===== src/rtl/rwwf_pkg.sv =====
`default_nettype none

package rwwf_pkg;

    localparam int KERNEL_SIZE        = 5;
    localparam int MAX_WIDTH          = 1024;
    localparam int WEIGHT_TABLE_DEPTH = 256;
    localparam int HEIGHT_LIMIT       = 4096;

    localparam int WIN_LO = (KERNEL_SIZE - 1) / 2;
    localparam int WIN_HI = KERNEL_SIZE - 1 - WIN_LO;
    localparam int WIN_N  = KERNEL_SIZE * KERNEL_SIZE;

    localparam int QUEUE_DEPTH = 2;
    // Row slots cover the longest span between a pending pixel and the newest write,
    // plus the writes that queued jobs let the front run ahead.
    localparam int ROW_SLOTS = 2 * WIN_HI + QUEUE_DEPTH + 1;
    localparam int MEM_DEPTH = ROW_SLOTS * MAX_WIDTH;
    localparam int ADDR_W    = $clog2(MEM_DEPTH);
    localparam int SLOT_W    = $clog2(ROW_SLOTS);
    localparam int COL_W     = $clog2(MAX_WIDTH);
    localparam int ROW_W     = $clog2(HEIGHT_LIMIT);
    localparam int KC_W      = $clog2(KERNEL_SIZE);

    localparam int WID_W     = 11;
    localparam int HGT_W     = 13;
    localparam int SCALE_W   = 16;
    localparam int REG_IDX_W = 2;

    localparam int CHAN_W    = 8;
    localparam int PIX_W     = 3 * CHAN_W;
    localparam int DIST_W    = 18;
    localparam int WT_W      = 16;
    localparam int IDX_SHIFT = 12;
    localparam int PROD_W    = DIST_W + SCALE_W;
    localparam int IDX_W     = PROD_W - IDX_SHIFT;
    localparam int TAB_W     = $clog2(WEIGHT_TABLE_DEPTH);
    localparam int ACC_W     = WT_W + CHAN_W + $clog2(WIN_N);
    localparam int WSUM_W    = WT_W + $clog2(WIN_N);
    localparam int BIT_W     = $clog2(CHAN_W);
    localparam int PEND_W    = $clog2(WIN_HI * MAX_WIDTH + WIN_HI + 2);

    localparam logic OP_PIXEL = 1'b0;
    localparam logic OP_DRAIN = 1'b1;

    localparam logic [REG_IDX_W-1:0] REG_WIDTH  = 2'd0;
    localparam logic [REG_IDX_W-1:0] REG_HEIGHT = 2'd1;
    localparam logic [REG_IDX_W-1:0] REG_SCALE  = 2'd2;

    // exp(-1/16) in Q0.32
    localparam logic [63:0] EXP_STEP_Q32 = 64'd4034748382;

    typedef logic [WEIGHT_TABLE_DEPTH-1:0][WT_W-1:0] wtab_t;

    function automatic wtab_t build_weight_table();
        logic [63:0] a;
        logic [63:0] v;
        wtab_t       t;
        a = 64'd1 << 32;
        for (int i = 0; i < WEIGHT_TABLE_DEPTH; i++)
        begin
            v    = (a + (64'd1 << 15)) >> 16;
            t[i] = (v > 64'd65535) ? {WT_W{1'b1}} : v[WT_W-1:0];
            a    = (a * EXP_STEP_Q32 + (64'd1 << 31)) >> 32;
        end
        return t;
    endfunction

    localparam wtab_t WEIGHT_TABLE = build_weight_table();

    typedef struct packed {
        logic [SLOT_W-1:0] start_slot;
        logic [COL_W-1:0]  start_col;
        logic [SLOT_W-1:0] centre_slot;
        logic [COL_W-1:0]  centre_col;
        logic              interior;
        logic              last;
    } job_t;

    typedef struct packed {
        logic              en;
        logic [ADDR_W-1:0] addr;
        logic [PIX_W-1:0]  data;
    } lb_wr_t;

    typedef struct packed {
        logic              en;
        logic [ADDR_W-1:0] addr;
    } lb_rd_t;

    function automatic logic [ADDR_W-1:0] lb_addr(input logic [SLOT_W-1:0] slot,
                                                  input logic [COL_W-1:0]  col);
        return ADDR_W'(slot) * ADDR_W'(MAX_WIDTH) + ADDR_W'(col);
    endfunction

endpackage

`default_nettype wire


===== src/rtl/rwwf_back.sv =====
`default_nettype none

module rwwf_back
    import rwwf_pkg::*;
(
    input  wire logic                clk,
    input  wire logic                rst_n,
    input  wire logic [SCALE_W-1:0]  range_scale,
    input  wire logic                job_valid,
    input  wire job_t                job,
    output logic                     job_pop,
    output logic                     back_idle,
    output lb_rd_t                   rd,
    input  wire logic [PIX_W-1:0]    rd_data,
    output logic                     m_tvalid,
    input  wire logic                m_tready,
    output logic [PIX_W-1:0]         m_tdata,   // blue_out, green_out, red_out
    output logic                     m_tlast    // last_of_frame
);

    typedef enum logic [2:0] {
        ST_IDLE,
        ST_CENTRE,
        ST_WINDOW,
        ST_FLUSH,
        ST_DIVIDE,
        ST_DONE
    } state_t;

    state_t             state_reg, state_next;
    job_t               job_reg, job_next;
    logic [PIX_W-1:0]   centre_reg, centre_next;
    logic [PIX_W-1:0]   res_reg, res_next;
    logic [KC_W-1:0]    row_cnt_reg, row_cnt_next, col_cnt_reg, col_cnt_next;
    logic [SLOT_W-1:0]  slot_reg, slot_next;
    logic               v0_reg, v0_next, va_reg, va_next, vb_reg, vb_next, vc_reg, vc_next;
    logic               m_tvalid_reg, m_tvalid_next, m_tlast_reg, m_tlast_next;
    logic [PIX_W-1:0]   m_tdata_reg, m_tdata_next;
    logic [BIT_W-1:0]   bit_reg, bit_next;

    // datapath
    logic [DIST_W-1:0]  dist_reg;
    logic [PIX_W-1:0]   pix_a_reg, pix_b_reg, pix_c_reg;
    logic [IDX_W-1:0]   idx_reg;
    logic [WT_W-1:0]    wt_reg;
    logic [ACC_W-1:0]   acc_reg [3];
    logic [WSUM_W-1:0]  wsum_reg;
    logic [ACC_W-1:0]   rem_reg [3];
    logic [CHAN_W-1:0]  quo_reg [3];

    logic [DIST_W-1:0]  dist_sum;
    logic [CHAN_W-1:0]  ad;
    logic [PROD_W-1:0]  prod_b;
    logic [WT_W-1:0]    wt_c;
    logic [WT_W+CHAN_W-1:0] mac [3];
    logic [ACC_W-1:0]   trial;
    logic [ACC_W-1:0]   rem_step [3];
    logic [CHAN_W-1:0]  quo_step [3];
    logic               pipe_empty, acc_clr, div_start;

    assign pipe_empty = !v0_reg && !va_reg && !vb_reg && !vc_reg;
    assign job_pop    = (state_reg == ST_IDLE) && job_valid;
    assign back_idle  = (state_reg == ST_IDLE);
    assign acc_clr    = (state_reg == ST_CENTRE);
    assign div_start  = (state_reg == ST_FLUSH) && pipe_empty && (wsum_reg != '0);

    always_comb
    begin
        rd.en = job_pop || (state_reg == ST_WINDOW);
        if (job_pop)
            rd.addr = lb_addr(job.centre_slot, job.centre_col);
        else
            rd.addr = lb_addr(slot_reg, job_reg.start_col + COL_W'(col_cnt_reg));
    end

    // Squared colour distance of the word just read
    always_comb
    begin
        dist_sum = '0;
        ad       = '0;
        for (int k = 0; k < 3; k++)
        begin
            if (rd_data[k*CHAN_W +: CHAN_W] >= centre_reg[k*CHAN_W +: CHAN_W])
                ad = rd_data[k*CHAN_W +: CHAN_W] - centre_reg[k*CHAN_W +: CHAN_W];
            else
                ad = centre_reg[k*CHAN_W +: CHAN_W] - rd_data[k*CHAN_W +: CHAN_W];
            dist_sum = dist_sum + DIST_W'(ad) * DIST_W'(ad);
        end
    end

    assign prod_b = PROD_W'(dist_reg) * PROD_W'(range_scale);
    assign wt_c   = (idx_reg < IDX_W'(WEIGHT_TABLE_DEPTH)) ? WEIGHT_TABLE[idx_reg[TAB_W-1:0]]
                                                         : '0;

    always_comb
    begin
        trial = ACC_W'(wsum_reg) << bit_reg;
        for (int k = 0; k < 3; k++)
        begin
            mac[k]      = (WT_W+CHAN_W)'(wt_reg) * (WT_W+CHAN_W)'(pix_c_reg[k*CHAN_W +: CHAN_W]);
            quo_step[k] = quo_reg[k];
            rem_step[k] = rem_reg[k];
            if (rem_reg[k] >= trial)
            begin
                rem_step[k]          = rem_reg[k] - trial;
                quo_step[k][bit_reg] = 1'b1;
            end
        end
    end

    always_comb
    begin
        state_next    = state_reg;
        job_next      = job_reg;
        centre_next   = centre_reg;
        res_next      = res_reg;
        row_cnt_next  = row_cnt_reg;
        col_cnt_next  = col_cnt_reg;
        slot_next     = slot_reg;
        bit_next      = bit_reg;
        v0_next       = (state_reg == ST_WINDOW);
        va_next       = v0_reg;
        vb_next       = va_reg;
        vc_next       = vb_reg;
        m_tvalid_next = m_tvalid_reg && !m_tready;
        m_tdata_next  = m_tdata_reg;
        m_tlast_next  = m_tlast_reg;

        case (state_reg)
            ST_IDLE:
            begin
                if (job_valid)
                begin
                    job_next   = job;
                    state_next = ST_CENTRE;
                end
            end
            ST_CENTRE:
            begin
                centre_next = rd_data;
                if (job_reg.interior)
                begin
                    row_cnt_next = '0;
                    col_cnt_next = '0;
                    slot_next    = job_reg.start_slot;
                    state_next   = ST_WINDOW;
                end
                else
                begin
                    res_next   = rd_data;
                    state_next = ST_DONE;
                end
            end
            ST_WINDOW:
            begin
                if (int'(col_cnt_reg) == KERNEL_SIZE - 1)
                begin
                    col_cnt_next = '0;
                    slot_next    = (int'(slot_reg) == ROW_SLOTS - 1) ? '0
                                                                     : slot_reg + SLOT_W'(1);
                    if (int'(row_cnt_reg) == KERNEL_SIZE - 1)
                        state_next = ST_FLUSH;
                    else
                        row_cnt_next = row_cnt_reg + KC_W'(1);
                end
                else
                begin
                    col_cnt_next = col_cnt_reg + KC_W'(1);
                end
            end
            ST_FLUSH:
            begin
                if (pipe_empty)
                begin
                    if (wsum_reg == '0)
                    begin
                        res_next   = centre_reg;
                        state_next = ST_DONE;
                    end
                    else
                    begin
                        bit_next   = BIT_W'(CHAN_W - 1);
                        state_next = ST_DIVIDE;
                    end
                end
            end
            ST_DIVIDE:
            begin
                bit_next = bit_reg - BIT_W'(1);
                if (bit_reg == '0)
                begin
                    res_next   = {quo_step[2], quo_step[1], quo_step[0]};
                    state_next = ST_DONE;
                end
            end
            ST_DONE:
            begin
                if (!m_tvalid_reg || m_tready)
                begin
                    m_tvalid_next = 1'b1;
                    m_tdata_next  = res_reg;
                    m_tlast_next  = job_reg.last;
                    state_next    = ST_IDLE;
                end
            end
            default:
            begin
                state_next = ST_IDLE;
            end
        endcase
    end

    always_ff @(posedge clk or negedge rst_n)
    begin
        if (!rst_n)
        begin
            state_reg    <= ST_IDLE;
            job_reg      <= '0;
            centre_reg   <= '0;
            res_reg      <= '0;
            row_cnt_reg  <= '0;
            col_cnt_reg  <= '0;
            slot_reg     <= '0;
            bit_reg      <= '0;
            v0_reg       <= 1'b0;
            va_reg       <= 1'b0;
            vb_reg       <= 1'b0;
            vc_reg       <= 1'b0;
            m_tvalid_reg <= 1'b0;
            m_tdata_reg  <= '0;
            m_tlast_reg  <= 1'b0;
        end
        else
        begin
            state_reg    <= state_next;
            job_reg      <= job_next;
            centre_reg   <= centre_next;
            res_reg      <= res_next;
            row_cnt_reg  <= row_cnt_next;
            col_cnt_reg  <= col_cnt_next;
            slot_reg     <= slot_next;
            bit_reg      <= bit_next;
            v0_reg       <= v0_next;
            va_reg       <= va_next;
            vb_reg       <= vb_next;
            vc_reg       <= vc_next;
            m_tvalid_reg <= m_tvalid_next;
            m_tdata_reg  <= m_tdata_next;
            m_tlast_reg  <= m_tlast_next;
        end
    end

    // Weight pipeline: distance, table index, weight, accumulate; then the divider
    always_ff @(posedge clk)
    begin
        dist_reg  <= dist_sum;
        pix_a_reg <= rd_data;
        idx_reg   <= prod_b[PROD_W-1:IDX_SHIFT];
        pix_b_reg <= pix_a_reg;
        wt_reg    <= wt_c;
        pix_c_reg <= pix_b_reg;
        if (acc_clr)
        begin
            wsum_reg <= '0;
            for (int k = 0; k < 3; k++)
                acc_reg[k] <= '0;
        end
        else if (vc_reg)
        begin
            wsum_reg <= wsum_reg + WSUM_W'(wt_reg);
            for (int k = 0; k < 3; k++)
                acc_reg[k] <= acc_reg[k] + ACC_W'(mac[k]);
        end
        if (div_start)
        begin
            for (int k = 0; k < 3; k++)
            begin
                rem_reg[k] <= acc_reg[k];
                quo_reg[k] <= '0;
            end
        end
        else if (state_reg == ST_DIVIDE)
        begin
            for (int k = 0; k < 3; k++)
            begin
                rem_reg[k] <= rem_step[k];
                quo_reg[k] <= quo_step[k];
            end
        end
    end

    assign m_tvalid = m_tvalid_reg;
    assign m_tdata  = m_tdata_reg;
    assign m_tlast  = m_tlast_reg;

    a_div_after_flush: assert property (@(posedge clk) disable iff (!rst_n)
        state_reg == ST_DIVIDE |-> pipe_empty)
        else $error("divide started with weights still in flight");

    a_div_length: assert property (@(posedge clk) disable iff (!rst_n)
        state_reg == ST_DIVIDE && bit_reg == '0 |=> state_reg == ST_DONE)
        else $error("divider did not finish on its last bit");

endmodule

`default_nettype wire

===== config.mk =====
export PLATFORM = sky130hd
export DESIGN_NAME = rwwf_back
export DESIGN_NICKNAME = d
export VERILOG_FILES = /design/src/rtl/rwwf_pkg.sv /design/src/rtl/rwwf_back.sv
export SDC_FILE = /design/constraint.sdc
export NUM_CORES = 2
export LEC_CHECK = 0
export ABC_AREA = 1
export BUFFER_PORTS_ARGS = -buffer_cell sky130_fd_sc_hd__buf_2
export CORE_ASPECT_RATIO = 0.75
export CORE_MARGIN = 1.5
export CORE_UTILIZATION = 26
export CTS_BUF_LIST = sky130_fd_sc_hd__clkbuf_4
export DETAILED_ROUTE_END_ITERATION = 8
export GPL_ROUTABILITY_DRIVEN = 0
export PLACE_DENSITY_LB_ADDON = 0.12
export SETUP_SLACK_MARGIN = 0.15
export SLEW_MARGIN = 20
export SYNTH_ARGS = -nofsm -noshare
export SYNTH_HDL_FRONTEND = slang
export SYNTH_SLANG_ARGS = --single-unit

===== constraint.sdc =====
create_clock -name clk -period 9.3 [get_ports clk]
set_clock_uncertainty 0.05 [all_clocks]
set_input_delay 1.86 -clock clk [delete_from_list [all_inputs] [get_ports clk]]
set_output_delay 1.86 -clock clk [all_outputs]
set_load 0.02 [all_outputs]

==> results.md <==
- PortBufs: 113
- Initial antenna violation count: 16
- Simple-gate share of the synthesized area: 21.7%
- Layout cells sized above 1: 6.54%
- DRC errors left: 0
- Setup crit start kind: primary input
- Drt pass-1 iters: 6
- Arr. time, crit path: 9.14 ns
- Final WL: 211 mm
- Crit Path Category: in2reg
- CTS Buffer Depth: 4
- Core area: 223000 sq um
- Post-route setup TNS: 0 ns
- Hold Path Depth: 0
- Syn. warnings: 0
- Synth area leaders: fa_1 (23%), nand2_1 (13%), inv_1 (11%)
- CTS root buf: clkbuf_4
- Nets@finish: 9174
- Cell with the most instances after synthesis: nand2_1
- CP Data Required Time: 10.26 ns
- ANT nets after route: 0
- Flops & latches, synth: 455
- Final setup vio count: 0
- Overall Global Routing Usage: 18.7%
- Sequential element share of the synthesized area: 20.0%
- Mux cell area share after synthesis: 0.221%
- Synthesized-area fraction occupied by adder cells: 34.2%
- Worst-Margin Slew: 1.15 ns
- Worst min path class: reg2reg
- Number of flops mapped to enable cells by yosys: 198
- CP max FO: 9
- Non-filler cells, final: 11000
- DRT iter0 DRCs: 4009
- Reg2reg path depth: 30
- DR vias/cell: 4.62
- FMAX: 0.122 GHz
- Critical Path Max Stage Delay: 0.57 ns
- Setup crit end kind: register
- Later-pin clock latency in the skew report: 1.14 ns
- Mapped Cells: 7831
- Tcrit/Tclk final: 88.0%
- First-pass GRT wire length: 322 mm
- Vias in the first global route: 51600
- Mapped Area: 58300 sq um
- GRT overflow: 0
- XOR/XNOR Fraction of Synth Area: 1.53%
- Tmin final: 8.18 ns
- Setup repair bufs after CTS: 0
- DR vias: 50800
- Cell at the slowest stage of the critical path: fa_1
- Fillers: 24500
- Number of clock sinks: 455
- DP Cell Count: 10700
- HPWL after DPL: 170 mm
- Post-synth top area cell: fa_1
- Synthesized Nets: 9087
- Hold-fix buffers, CTS: 0
- Post-CTS resize count: 0
- Max Cap Viol: 0
- Starting density of the core: 26.2%
- Compound-gate portion of the synthesized area: 9.61%
- Area growth syn-to-layout: 9.86%
- Largest family of logic cells by synthesized area: adder cells
- Synth cell count leaders: nand2_1 (2002), inv_1 (1683), fa_1 (682)
- Row count: 150
- I/O pin cnt: 114
- Slew Limit Headroom: 23.0%
- # H-tree levels: 4
- Largest net degree at the start of global routing: 70
- Die X: 550 um
- Max-slew violations: 0
- Die area: 227000 sq um
- Async SR Flop Fraction: 23.7%
- Wire per inst: 19.2 um
- Clk slew on worst S/H paths: 0.07 ns
- Prevailing post-synth register cell: edfxtp_1
- Share of the synthesized area in the top cell type: 23.4%
- Total CTS buffers: 151
- Cell mode on critical path: fa_1
- Status: finished clean
- Final Hold Viols: 0
- Die Y: 413 um
- Syn_area_per_cell: 7.44 sq um
- Netlist cell types: 59
- CTS tree: built
- RSZ-0062 raised after global routing: no
routing by layer:
layer / wire length, um / track usage, % / vias to the layer above
met1: 113000 / 29.8 / 24700
met4: 2670 / 3.02 / 18
met5: 111 / 0 / -
met3: 14600 / 3.78 / 198
li1: - / - / 24400
met2: 80500 / 25.4 / 1507
worst paths after layout:
kind	startpoint	end	slack, ns
max	rd_data[16]	dist_reg[12]	1.12
min	pix_b_reg[10]	pix_c_reg[10]	0.27
max reg2reg	centre_reg[16]	dist_reg[12]	1.71
min reg2reg	pix_b_reg[10]	pix_c_reg[10]	0.27
max in group asynchronous	rst_n	centre_reg[9]	6.85
min in group asynchronous	rst_n	state_reg[1]	0.55
cell families after synthesis:
kind of cell               Yosys count
DFF                                455
and+or+nand+nor                   3115
xor gates and xnor gates           102
AOI/OAI and AO/OA                 1007
buffers and inverters             1956
muxes                               12
adders and majority gates         1184
worst max-delay path, delay by kind of cell:
family	cells	cell delay, ns
compound gates	4	1.00
xor+xnor	1	0.15
fa+ha+maj	10	4.43
buf+inv	9	0.70
simple gates	8	0.99
per-stage QoR:
step                      util [%]  worst slack, ns  cell area (sq um)  hold WS [ns]
after detailed placement      27.9            0.119              62100         0.262
after global placement        27.9           0.0652              62100         0.261
after floorplan                  -            0.831              58300         0.260
after CTS                     28.7             1.32              63900         0.266
after global routing          28.7            0.758              64000         0.266
final                         28.7             1.12              64000         0.273
cells in the final DEF (no fill, tap or decap), types with 36 or more instances in the layout:
cell	count
xnor2_1	36
o22ai_1	43
clkbuf_4	218
buf_4	77
dfxtp_1	144
dfrtp_1	108
xor2_1	66
nand2_1	1997
edfxtp_1	198
nor2_1	579
fa_1	682
o21bai_1	44
buf_2	112
nand4_1	62
o21ai_0	390
nand3_1	320
ha_1	502
inv_1	1682
nor3_1	48
a21oi_1	353
cell type report:
cell class | instances | area [sq um] | share of cell area [%]
repair buffers | 191 | 1190 | 1.86
flip-flops and latches | 455 | 11600 | 18.2
diodes | 8 | 20.0 | 0.0313
well taps | 2964 | 3710 | 5.79
inverters | 1699 | 6380 | 9.97
clock buffers | 218 | 1640 | 2.56
multi-input cells | 5420 | 39300 | 61.3
clock inverters | 39 | 181 | 0.283
Power is left out: the tool's default activity adds up to more than one toggle a clock period on the data nets, which glitch-free logic cannot reach.
