--- src/rtl/rwwf_pkg.sv ---
`default_nettype none

package rwwf_pkg;

    localparam int KERNEL_SIZE        = 5;
    localparam int MAX_WIDTH          = 1024;
    localparam int WEIGHT_TABLE_DEPTH = 256;
    localparam int HEIGHT_LIMIT       = 4096;

    localparam int WIN_LO = (KERNEL_SIZE - 1) / 2;
    localparam int WIN_HI = KERNEL_SIZE - 1 - WIN_LO;
    localparam int WIN_N  = KERNEL_SIZE * KERNEL_SIZE;

    localparam int QUEUE_DEPTH = 2;
    // Row slots cover the longest span between a pending pixel and the newest write,
    // plus the writes that queued jobs let the front run ahead.
    localparam int ROW_SLOTS = 2 * WIN_HI + QUEUE_DEPTH + 1;
    localparam int MEM_DEPTH = ROW_SLOTS * MAX_WIDTH;
    localparam int ADDR_W    = $clog2(MEM_DEPTH);
    localparam int SLOT_W    = $clog2(ROW_SLOTS);
    localparam int COL_W     = $clog2(MAX_WIDTH);
    localparam int ROW_W     = $clog2(HEIGHT_LIMIT);
    localparam int KC_W      = $clog2(KERNEL_SIZE);

    localparam int WID_W     = 11;
    localparam int HGT_W     = 13;
    localparam int SCALE_W   = 16;
    localparam int REG_IDX_W = 2;

    localparam int CHAN_W    = 8;
    localparam int PIX_W     = 3 * CHAN_W;
    localparam int DIST_W    = 18;
    localparam int WT_W      = 16;
    localparam int IDX_SHIFT = 12;
    localparam int PROD_W    = DIST_W + SCALE_W;
    localparam int IDX_W     = PROD_W - IDX_SHIFT;
    localparam int TAB_W     = $clog2(WEIGHT_TABLE_DEPTH);
    localparam int ACC_W     = WT_W + CHAN_W + $clog2(WIN_N);
    localparam int WSUM_W    = WT_W + $clog2(WIN_N);
    localparam int BIT_W     = $clog2(CHAN_W);
    localparam int PEND_W    = $clog2(WIN_HI * MAX_WIDTH + WIN_HI + 2);

    localparam logic OP_PIXEL = 1'b0;
    localparam logic OP_DRAIN = 1'b1;

    localparam logic [REG_IDX_W-1:0] REG_WIDTH  = 2'd0;
    localparam logic [REG_IDX_W-1:0] REG_HEIGHT = 2'd1;
    localparam logic [REG_IDX_W-1:0] REG_SCALE  = 2'd2;

    // exp(-1/16) in Q0.32
    localparam logic [63:0] EXP_STEP_Q32 = 64'd4034748382;

    typedef logic [WEIGHT_TABLE_DEPTH-1:0][WT_W-1:0] wtab_t;

    function automatic wtab_t build_weight_table();
        logic [63:0] a;
        logic [63:0] v;
        wtab_t       t;
        a = 64'd1 << 32;
        for (int i = 0; i < WEIGHT_TABLE_DEPTH; i++)
        begin
            v    = (a + (64'd1 << 15)) >> 16;
            t[i] = (v > 64'd65535) ? {WT_W{1'b1}} : v[WT_W-1:0];
            a    = (a * EXP_STEP_Q32 + (64'd1 << 31)) >> 32;
        end
        return t;
    endfunction

    localparam wtab_t WEIGHT_TABLE = build_weight_table();

    typedef struct packed {
        logic [SLOT_W-1:0] start_slot;
        logic [COL_W-1:0]  start_col;
        logic [SLOT_W-1:0] centre_slot;
        logic [COL_W-1:0]  centre_col;
        logic              interior;
        logic              last;
    } job_t;

    typedef struct packed {
        logic              en;
        logic [ADDR_W-1:0] addr;
        logic [PIX_W-1:0]  data;
    } lb_wr_t;

    typedef struct packed {
        logic              en;
        logic [ADDR_W-1:0] addr;
    } lb_rd_t;

    function automatic logic [ADDR_W-1:0] lb_addr(input logic [SLOT_W-1:0] slot,
                                                  input logic [COL_W-1:0]  col);
        return ADDR_W'(slot) * ADDR_W'(MAX_WIDTH) + ADDR_W'(col);
    endfunction

endpackage

`default_nettype wire

--- src/rtl/rwwf_front.sv ---
`default_nettype none

module rwwf_front
    import rwwf_pkg::*;
(
    input  wire logic                  clk,
    input  wire logic                  rst_n,
    input  wire logic                  s_tvalid,
    output logic                       s_tready,
    input  wire logic [PIX_W-1:0]      s_tdata,   // blue_in, green_in, red_in
    input  wire logic                  s_tuser,   // opcode
    input  wire logic                  cfg_valid,
    output logic                       cfg_ready,
    input  wire logic [REG_IDX_W-1:0]  cfg_index,
    input  wire logic [SCALE_W-1:0]    cfg_data,
    input  wire logic                  back_idle,
    output logic                       job_valid,
    output job_t                       job,
    input  wire logic                  job_pop,
    output lb_wr_t                     wr,
    output logic [SCALE_W-1:0]         range_scale
);

    localparam int QP_W = (QUEUE_DEPTH > 1) ? $clog2(QUEUE_DEPTH) : 1;
    localparam int QC_W = $clog2(QUEUE_DEPTH + 1);

    logic [WID_W-1:0]   width_reg, width_next;
    logic [HGT_W-1:0]   height_reg, height_next;
    logic [SCALE_W-1:0] scale_reg, scale_next;
    logic [COL_W-1:0]   col_reg, col_next;
    logic [ROW_W-1:0]   row_reg, row_next;
    logic [SLOT_W-1:0]  wslot_reg, wslot_next;
    logic [PEND_W-1:0]  pending_reg, pending_next;
    logic [COL_W-1:0]   out_col_reg, out_col_next;
    logic [ROW_W-1:0]   out_row_reg, out_row_next;
    logic [SLOT_W-1:0]  out_slot_reg, out_slot_next;
    logic [QP_W-1:0]    wptr_reg, wptr_next, rptr_reg, rptr_next;
    logic [QC_W-1:0]    q_count_reg, q_count_next;
    job_t               q_mem [QUEUE_DEPTH];

    logic [WID_W-1:0]   width_eff;
    logic [HGT_W-1:0]   height_eff;
    logic [PEND_W-1:0]  delay;
    logic               frame_start, frame_done, accept, is_pixel, push;
    logic [PEND_W-1:0]  pend_base, pend_inc;
    logic [SLOT_W-1:0]  wslot_base;
    job_t               job_in;

    always_comb
    begin
        if (width_reg == '0)
            width_eff = WID_W'(1);
        else if (int'(width_reg) > MAX_WIDTH)
            width_eff = WID_W'(MAX_WIDTH);
        else
            width_eff = width_reg;
        if (height_reg == '0)
            height_eff = HGT_W'(1);
        else if (int'(height_reg) > HEIGHT_LIMIT)
            height_eff = HGT_W'(HEIGHT_LIMIT);
        else
            height_eff = height_reg;
    end

    assign delay = PEND_W'(width_eff) * PEND_W'(WIN_HI) + PEND_W'(WIN_HI);

    assign frame_start = (col_reg == '0) && (row_reg == '0);
    assign frame_done  = frame_start && (pending_reg != '0);
    // A new frame restarts the row slots, so wait until the back has let go of the buffer.
    assign s_tready    = (q_count_reg != QC_W'(QUEUE_DEPTH)) &&
                         (!frame_start || (back_idle && (q_count_reg == '0)));
    assign accept      = s_tvalid && s_tready;
    assign is_pixel    = (s_tuser == OP_PIXEL);
    assign cfg_ready   = 1'b1;
    assign range_scale = scale_reg;

    // Job for the oldest pending pixel
    always_comb
    begin
        job_in.centre_slot = out_slot_reg;
        job_in.centre_col  = out_col_reg;
        job_in.start_col   = out_col_reg - COL_W'(WIN_LO);
        if (int'(out_slot_reg) >= WIN_LO)
            job_in.start_slot = out_slot_reg - SLOT_W'(WIN_LO);
        else
            job_in.start_slot = SLOT_W'(int'(out_slot_reg) + ROW_SLOTS - WIN_LO);
        job_in.interior = (int'(out_row_reg) >= WIN_LO) &&
                          (int'(out_row_reg) + WIN_HI < int'(height_eff)) &&
                          (int'(out_col_reg) >= WIN_LO) &&
                          (int'(out_col_reg) + WIN_HI < int'(width_eff));
        job_in.last = (int'(out_col_reg) == int'(width_eff) - 1) &&
                      (int'(out_row_reg) == int'(height_eff) - 1);
    end

    always_comb
    begin
        width_next    = width_reg;
        height_next   = height_reg;
        scale_next    = scale_reg;
        col_next      = col_reg;
        row_next      = row_reg;
        wslot_next    = wslot_reg;
        pending_next  = pending_reg;
        out_col_next  = out_col_reg;
        out_row_next  = out_row_reg;
        out_slot_next = out_slot_reg;
        push          = 1'b0;
        pend_base     = frame_start ? '0 : pending_reg;
        pend_inc      = pend_base + PEND_W'(1);
        wslot_base    = frame_start ? '0 : wslot_reg;
        wr.en         = 1'b0;
        wr.addr       = lb_addr(wslot_base, col_reg);
        wr.data       = s_tdata;

        if (accept && is_pixel)
        begin
            wr.en = 1'b1;
            if (frame_start)
            begin
                out_col_next  = '0;
                out_row_next  = '0;
                out_slot_next = '0;
            end
            if (pend_inc > delay)
            begin
                push         = 1'b1;
                pending_next = pend_base;
            end
            else
            begin
                pending_next = pend_inc;
            end
            wslot_next = wslot_base;
            if (int'(col_reg) + 1 == int'(width_eff))
            begin
                col_next = '0;
                if (int'(row_reg) + 1 >= int'(height_eff))
                    row_next = '0;
                else
                    row_next = row_reg + ROW_W'(1);
                wslot_next = (int'(wslot_base) == ROW_SLOTS - 1) ? '0
                                                                 : wslot_base + SLOT_W'(1);
            end
            else
            begin
                col_next = col_reg + COL_W'(1);
            end
        end
        else if (accept && frame_done)
        begin
            push         = 1'b1;
            pending_next = pending_reg - PEND_W'(1);
        end

        // Step to the next output position
        if (push)
        begin
            if (int'(out_col_reg) + 1 == int'(width_eff))
            begin
                out_col_next  = '0;
                out_row_next  = out_row_reg + ROW_W'(1);
                out_slot_next = (int'(out_slot_reg) == ROW_SLOTS - 1) ? '0
                                                                      : out_slot_reg + SLOT_W'(1);
            end
            else
            begin
                out_col_next = out_col_reg + COL_W'(1);
            end
        end

        if (cfg_valid && cfg_ready)
        begin
            case (cfg_index)
                REG_WIDTH:
                begin
                    width_next   = cfg_data[WID_W-1:0];
                    col_next     = '0;
                    row_next     = '0;
                    pending_next = '0;
                end
                REG_HEIGHT:
                begin
                    height_next  = cfg_data[HGT_W-1:0];
                    col_next     = '0;
                    row_next     = '0;
                    pending_next = '0;
                end
                REG_SCALE:
                begin
                    scale_next = cfg_data;
                end
                default:
                begin
                    scale_next = scale_reg;
                end
            endcase
        end
    end

    always_comb
    begin
        wptr_next    = wptr_reg;
        rptr_next    = rptr_reg;
        q_count_next = q_count_reg;
        if (push)
            wptr_next = (int'(wptr_reg) == QUEUE_DEPTH - 1) ? '0 : wptr_reg + QP_W'(1);
        if (job_pop)
            rptr_next = (int'(rptr_reg) == QUEUE_DEPTH - 1) ? '0 : rptr_reg + QP_W'(1);
        if (push && !job_pop)
            q_count_next = q_count_reg + QC_W'(1);
        else if (!push && job_pop)
            q_count_next = q_count_reg - QC_W'(1);
    end

    assign job_valid = (q_count_reg != '0);
    assign job       = q_mem[rptr_reg];

    always_ff @(posedge clk or negedge rst_n)
    begin
        if (!rst_n)
        begin
            width_reg    <= WID_W'(640);
            height_reg   <= HGT_W'(480);
            scale_reg    <= SCALE_W'(36);
            col_reg      <= '0;
            row_reg      <= '0;
            wslot_reg    <= '0;
            pending_reg  <= '0;
            out_col_reg  <= '0;
            out_row_reg  <= '0;
            out_slot_reg <= '0;
            wptr_reg     <= '0;
            rptr_reg     <= '0;
            q_count_reg  <= '0;
        end
        else
        begin
            width_reg    <= width_next;
            height_reg   <= height_next;
            scale_reg    <= scale_next;
            col_reg      <= col_next;
            row_reg      <= row_next;
            wslot_reg    <= wslot_next;
            pending_reg  <= pending_next;
            out_col_reg  <= out_col_next;
            out_row_reg  <= out_row_next;
            out_slot_reg <= out_slot_next;
            wptr_reg     <= wptr_next;
            rptr_reg     <= rptr_next;
            q_count_reg  <= q_count_next;
        end
    end

    always_ff @(posedge clk)
    begin
        if (push)
        begin
            q_mem[wptr_reg] <= job_in;
        end
    end

    a_queue_bound: assert property (@(posedge clk) disable iff (!rst_n)
        int'(q_count_reg) <= QUEUE_DEPTH)
        else $error("job queue overfilled");

    a_frame_start_idle: assert property (@(posedge clk) disable iff (!rst_n)
        accept && is_pixel && frame_start |-> back_idle && (q_count_reg == '0))
        else $error("new frame written while back still reads the buffer");

    a_pop_nonempty: assert property (@(posedge clk) disable iff (!rst_n)
        job_pop |-> (q_count_reg != '0))
        else $error("pop from empty job queue");

endmodule

`default_nettype wire

--- config.mk ---
export PLATFORM = sky130hd
export DESIGN_NAME = rwwf_front
export DESIGN_NICKNAME = d
export VERILOG_FILES = /design/src/rtl/rwwf_pkg.sv /design/src/rtl/rwwf_front.sv
export SDC_FILE = /design/constraint.sdc
export NUM_CORES = 1
export LEC_CHECK = 0
export BUFFER_PORTS_ARGS = -buffer_cell sky130_fd_sc_hd__buf_2
export CAP_MARGIN = 20
export CELL_PAD_IN_SITES_DETAIL_PLACEMENT = 2
export CELL_PAD_IN_SITES_GLOBAL_PLACEMENT = 2
export CORE_MARGIN = 4
export CORE_UTILIZATION = 34
export CTS_CLUSTER_SIZE = 28
export DETAILED_ROUTE_END_ITERATION = 16
export GPL_TIMING_DRIVEN = 0
export MAX_ROUTING_LAYER = met4
export PLACE_DENSITY_LB_ADDON = 0.15
export SYNTH_ARGS = -nofsm -noshare
export SYNTH_HDL_FRONTEND = slang
export SYNTH_SLANG_ARGS = --single-unit
--- constraint.sdc ---
create_clock -name clk -period 5.6 [get_ports clk]
set_input_delay 0.84 -clock clk [delete_from_list [all_inputs] [get_ports clk]]
set_output_delay 0.84 -clock clk [all_outputs]
set_load 0.1 [all_outputs]
==> metrics.cfg, run 1 <==
[route]
drt_iter0_drc = 422
first_pass_iters = 5
ant_nets = 0
vias_per_cell = 5.49
wl_per_cell_um = 21.9
wl_mm = 39.2
dr_total_vias = 9832
drc = 0

[critical_path]
worst-path-stages = 27
max_stage_delay_ns = 0.45
critical_path_class = flip-flop to flip-flop
cp.buffers_inverters = 6
cp.arrival_ns = 5.65
path_max_fanout = 10
crit_required_ns = 5.98
r2r_cells = 27
crit_top_cell = nor2_1
cp_top_family = simple AND/OR/NAND/NOR gates
end_kind = flip-flop
cp_slowest_cell = dfrtp_2
startpoint_type = flip-flop

[flow_run]
maxCapViolCount = 0

[timing]
fmax_ghz = 0.190
fin_crit_ns = 5.27
finalCritPeriodShare_pct = 94.2
hold_violations = 0
clock_skew_ns = 0.0171
worst_pin_slew_ns = 1.01
finalSetupViolations = 0
maxSlewViolCount = 0
hold_ws_ns = 0.286
slew_headroom_pct = 32.0

[global_route]
antenna_found_initial = 0
grt_pass1_vias = 10800
grt_max_degree = 72
grt_overflow = 0
grt_usage_pct = 22.4
grt_pass1_wl_mm = 62.6

[pwr]
p_sw_share_pct = 50.3
power.density_nw_per_um2 = 452
cell_internal_pwr_mw = 3.00
total_power_mw = 6.04
clockPowerShare_pct = 19.9
p_comb_share_pct = 52.7
p_sw_mw = 3.04
power_frac_seq_pct = 27.3
ir_drop_uv = 246
leakagePower_nw = 5.57

[hold_path]
holdCritPathClass = primary input to async pin

[synthesis]
yosys_warnings = 0
yosysSeqAreaShare_pct = 37.5
yosysMostFrequentCell = nand2_1
synth_common_cells = nand2_1 (103), dfrtp_1 (98), nor2_1 (92), mux2_2 (73), xnor2_1 (70)
syn_avg_cell_area_um2 = 9.49
syn_inst = 1204
yosys.area.top_type = dfrtp_1
ys_ff_latch = 160
syn-num-nets = 1320
synth_top_area_share_pct = 21.5
synth-edff-count = 54
ys.flop_type = dfrtp_1
synthTopCellsByArea = dfrtp_1 (21%), edfxtp_1 (14%), ha_1 (7.3%), mux2_2 (7.2%), xnor2_1 (5.4%)
post_synth_num_cell_types = 83
async_reset_ff_share_pct = 66.3
synth_area_um2 = 11400

[placed_design]
dp.cells = 1755
hpwlAfterDp_mm = 29.7
gp_congestion = 0.820
io_buffers = 108

[cts]
cts-root-buf = clkbuf_16
htree_levels = 4
insertion_delay_ns = 0.46
clk_pin_slew_ns = 0.08
clockBufferDepth = 2
cts_buffers = 17
clock-sinks = 160
cts_tree = done

[finish]
stdcell_count = 1792
nNetsFinal = 1453
antennaDiodeCount = 0
fin_util_pct = 40.6
drive_gt1_share_pct = 24.7
area_growth_pct = 16.8
nFillCells = 3662
largest_reg_flops = 54

[floorplanning]
die_h_um = 191
io_pins = 134
dieWidth_um = 191
rows = 66
die_area_um2 = 36600
start_util_pct = 34.8
core_um2 = 32900

[status]
outcome = finished clean

==> cell families (layout without fill, tap and decap cells) <==
family,after synthesis,count (layout),share of synthesized area [%]
buf+inv,143,288,5.87
fa+ha+maj,67,67,7.33
other cells,1,1,0.0328
compound gates,211,211,12.8
mux,89,89,8.60
flops,160,160,37.5
xor+xnor,111,111,8.87
simple gates,422,423,19.0
==> worst register-to-register path: cells and delay by family, from the launching register on <==
family	cells	cell delay, ns
XOR/XNOR	3	0.54
AND/OR/NAND/NOR	12	1.87
adder cells (fa/ha/maj)	4	0.90
buffers and inverters	6	0.84
AO/OA/AOI/OAI	2	0.60
flip-flops	1	0.45
==> repair_timing <==
item | CTS | global route
gates cloned | 1 | 0
hold buffers | 0 | 0
endpoints found under the setup margin | 94 | 86
buffers inserted | 3 | 2
resized for setup | 15 | 24
pin swaps | 4 | 5
==> layout make-up <==
cell class                      instances  area [µm²]  area share, %
Clock buffer                           18         429           3.21
Buffer                                100         528           3.95
Inverter                               42         158           1.18
Tap cell                              442         553           4.14
Clock inverter                         14         156           1.17
Timing Repair Buffer                  114         612           4.58
Multi-Input combinational cell        902        6630           49.7
Sequential cell                       160        4290           32.1
==> worst paths after layout <==
path	from	endpoint	slack, ns
max in group asynchronous	rst_n	col_reg[0]$_DFF_PN0_	4.56
max reg2reg	col_reg[0]$_DFF_PN0_	q_count_reg[1]$_DFFE_PN0P_	0.33
max	col_reg[0]$_DFF_PN0_	q_count_reg[1]$_DFFE_PN0P_	0.33
min	rst_n	out_row_reg[2]$_DFF_PN0_	0.29
min reg2reg	out_col_reg[9]$_DFFE_PN0P_	q_mem[1][11]$_DFFE_PP_	0.48
min in group clk	out_col_reg[9]$_DFFE_PN0P_	q_mem[1][11]$_DFFE_PP_	0.48
==> layout by cell type (no fill, tap or decap), types with 9 or more instances in the layout <==
cell type	instances
clkbuf_1	46
nor3_1	23
nand2_1	101
edfxtp_1	54
inv_1	34
mux2_2	73
or2_2	9
and2_1	12
nor2b_1	16
nand3_1	41
xnor2_1	70
a21o_1	13
a21oi_1	39
clkbuf_16	17
nand2b_1	15
nor2_1	89
o21ai_0	31
or3_1	12
o31ai_1	14
a211oi_1	20
buf_2	123
ha_1	65
buf_4	34
and3_1	19
nand4_1	20
nor4_1	13
mux2i_1	15
dfrtp_1	97
xor2_1	38
==> routing by layer <==
| layer | share of wire, % | track usage, % | routed length (µm) |
|---|---|---|---|
| met1 | 46 | 28.7 | 17900 |
| met2 | 50 | 37.6 | 19500 |
| met3 | 3.0 | 3.10 | 1190 |
| met4 | 1.5 | 5.44 | 596 |
| met5 | 0 | - | 0 |
==> power by group through the flow <==
stage | Sequential (mW) | Clock [mW] | Combinational, mW
final | 1.65 | 1.20 | 3.18
after detailed placement | 1.67 | 0 | 3.10
after floorplan | 1.79 | 0 | 2.18
after global routing | 1.68 | 1.29 | 3.45
after CTS | 1.65 | 1.24 | 3.16
after global placement | 1.65 | 0 | 3.02
==> through the flow <==
| step | area, µm² | TNS, ns | worst slack (ns) |
|---|---|---|---|
| global route | 13400 | -0.0891 | -0.0250 |
| CTS | 13200 | 0 | 0.0346 |
| floorplan | 11400 | 0 | 0.0520 |
| detailed placement | 12600 | -88.05 | -1.23 |
| finish | 13400 | 0 | 0.327 |
| global placement | 12500 | -87.30 | -1.22 |
Note: power is estimated with default switching activity, not from simulation.
==> inputs of run 2 (changes only) <==
--- a/config.mk
+++ b/config.mk
@@ -5,12 +5,13 @@
 export SDC_FILE = /design/constraint.sdc
 export NUM_CORES = 1
 export LEC_CHECK = 0
+export ABC_AREA = 1
 export BUFFER_PORTS_ARGS = -buffer_cell sky130_fd_sc_hd__buf_2
 export CAP_MARGIN = 20
 export CELL_PAD_IN_SITES_DETAIL_PLACEMENT = 2
 export CELL_PAD_IN_SITES_GLOBAL_PLACEMENT = 2
 export CORE_MARGIN = 4
-export CORE_UTILIZATION = 34
+export CORE_UTILIZATION = 31
 export CTS_CLUSTER_SIZE = 28
 export DETAILED_ROUTE_END_ITERATION = 16
 export GPL_TIMING_DRIVEN = 0
==> metrics.cfg, run 2 <==
[status]
outcome = finished clean

[synthesis]
syn-num-nets = 1699
synth_top_area_share_pct = 20.8
async_reset_ff_share_pct = 66.3
synthTopCellsByArea = dfrtp_1 (21%), edfxtp_1 (14%), nand2_1 (13%), ha_1 (7.1%), xor2_1 (6.3%)
synth_area_um2 = 11800
synth_common_cells = nand2_1 (423), inv_1 (183), nor2_1 (157), nand3_1 (108), dfrtp_1 (98)
syn_inst = 1583
yosysMostFrequentCell = nand2_1
post_synth_num_cell_types = 52
yosysSeqAreaShare_pct = 36.4
ys_ff_latch = 160
syn_avg_cell_area_um2 = 7.44
ys.flop_type = dfrtp_1
synth-edff-count = 54
yosys.area.top_type = dfrtp_1
yosys_warnings = 0

[critical_path]
crit_required_ns = 5.76
path_max_fanout = 14
cp-startpoint = col_reg[0]$_DFF_PN0_
cp.arrival_ns = 5.29
crit_top_cell = nand2_1
critical_path_class = flip-flop to flip-flop
cp_top_family = simple AND/OR/NAND/NOR gates
end_kind = flip-flop
cp_slowest_cell = dfrtp_1
r2r-start = col_reg[0]$_DFF_PN0_
cp.buffers_inverters = 8
max_stage_delay_ns = 0.44
startpoint_type = flip-flop

[route]
wl_per_cell_um = 19.4
vias_per_cell = 5.01
drc = 0
ant_nets = 0
drt_iter0_drc = 387
first_pass_iters = 4
dr_total_vias = 11300
wl_mm = 43.5

[global_route]
grt_overflow = 0
grt_pass1_vias = 12500
grt_max_degree = 64
antenna_found_initial = 0
grt_pass1_wl_mm = 69.2
grt_usage_pct = 21.8

[cts]
cts-root-buf = clkbuf_16
htree_levels = 4
insertion_delay_ns = 0.46
cts_tree = done
clockBufferDepth = 2
clock-sinks = 160
cts_buffers = 17
clk_pin_slew_ns = 0.07

[floorplanning]
rows = 71
start_util_pct = 31.3
die_area_um2 = 41200
die_h_um = 203
core_um2 = 37600
dieWidth_um = 203
io_pins = 134

[timing]
fin_crit_ns = 5.13
worst_pin_slew_ns = 0.929
finalSetupViolations = 0
maxSlewViolCount = 0
fmax_ghz = 0.195
slew_headroom_pct = 38.0
hold_violations = 0
clock_skew_ns = 0.0146
finalCritPeriodShare_pct = 91.6

[pwr]
power.density_nw_per_um2 = 546
leakagePower_nw = 6.81
total_power_mw = 7.49
ir_drop_uv = 222

[placed_design]
gp_congestion = 0.873
dp.cells = 2204
io_buffers = 108
hpwlAfterDp_mm = 33.9

[finish]
drive_gt1_share_pct = 15.9
antennaDiodeCount = 0
final_cell_mix = nand2_1 (423), inv_1 (182), nor2_1 (155), buf_2 (121), nand3_1 (108)
area_growth_pct = 16.4
largest_reg_flops = 54
regArea_um2 = 4280
nNetsFinal = 1836
stdcell_count = 2244
multi_input_area_um2 = 6410
nFillCells = 4494
final_common_cell = nand2_1

[hold_path]
holdCritPathClass = primary input to async pin

[flow_run]
maxCapViolCount = 0

## run 2: changes by cell type after synthesis, sizes merged, moves of 19 or more
| cell | change |
|---|---|
| nor2 | +70 |
| nand2 | +327 |
| nand3 | +66 |
| and3 | -19 |
| nand4 | +27 |
| clkbuf | -24 |
| o21ai | +65 |
| inv | +151 |
| xnor2 | -66 |
| mux2 | -44 |
| xor2 | +47 |
| a211oi | -22 |
## run 2: cell families (layout without fill, tap and decap cells)
| kind of cell | after synthesis | after routing | share of synthesized area [%] |
|---|---|---|---|
| flops | 160 | 160 | 36.4 |
| simple gates | 801 | 803 | 29.3 |
| xor+xnor | 89 | 89 | 6.62 |
| buf+inv | 266 | 413 | 9.65 |
| compound gates | 169 | 170 | 7.98 |
| fa+ha+maj | 67 | 67 | 7.12 |
| other cells | 1 | 1 | 0.0319 |
| mux | 30 | 30 | 2.87 |
## run 2: final timing paths
| check | slack [ns] | endpoint | depth (start not counted) |
|---|---|---|---|
| hold reg to reg | 0.49 | range_scale[11]$_DFFE_PN0P_ | 2 |
| min in group clk | 0.49 | range_scale[11]$_DFFE_PN0P_ | 2 |
| setup / recovery | 0.47 | q_mem[0][4]$_DFFE_PP_ | 29 |
| max in group asynchronous | 4.50 | width_reg[9]$_DFFE_PN1P_ | 2 |
| setup reg to reg | 0.47 | q_mem[0][4]$_DFFE_PP_ | 29 |
| hold / removal | 0.32 | out_col_reg[8]$_DFFE_PN0P_ | 1 |
## run 2: metrics by stage
| stage | worst slack (ns) | TNS, ns | hold WS [ns] | utilization, % | cell area [µm²] |
|---|---|---|---|---|---|
| final | 0.469 | 0 | 0.324 | 36.5 | 13700 |
| after global routing | -0.0112 | -0.0443 | 0.354 | 36.5 | 13700 |
| after CTS | 0.0597 | 0 | 0.334 | 36.3 | 13600 |
| after detailed placement | -0.418 | -13.18 | 0.473 | 34.6 | 13000 |
| after global placement | -1.19 | -53.64 | 0.450 | 34.5 | 13000 |
| after floorplan | 0.00540 | 0 | 0.437 | - | 11800 |
## run 2: layout make-up
| class | count | share of cell area [%] |
|---|---|---|
| Multi-Input combinational cell | 1160 | 46.8 |
| Sequential cell | 160 | 31.3 |
| Inverter | 193 | 5.29 |
| Tap cell | 511 | 4.67 |
| Timing Repair Buffer | 115 | 4.61 |
| Clock buffer | 19 | 3.16 |
| Buffer | 73 | 3.12 |
| Clock inverter | 13 | 1.12 |
## run 2: repair_timing
| item | 4_1_cts | 5_1_grt |
|---|---|---|
| hold buffers | 0 | 0 |
| endpoints found under the setup margin | 55 | 66 |
| pin swaps | 2 | 1 |
| setup buffers | 4 | 1 |
| gates resized for setup | 2 | 13 |
| cloned | 1 | 2 |
## run 2: report_power, final
group,total [mW],leakage (nW),switching (mW),internal (mW)
Combinational,4.37,4.67,3.24,1.13
Clock,1.22,0.291,0.553,0.669
Sequential,1.89,1.85,0.300,1.59
## run 2: routing by layer
metal | up-vias | global-route usage (%) | wire length (µm)
met2 | 142 | 38.1 | 22000
met4 | 0 | 5.16 | 637
met1 | 5657 | 26.8 | 19800
met3 | 35 | 2.94 | 1030
met5 | - | - | 0
li1 | 5419 | - | -
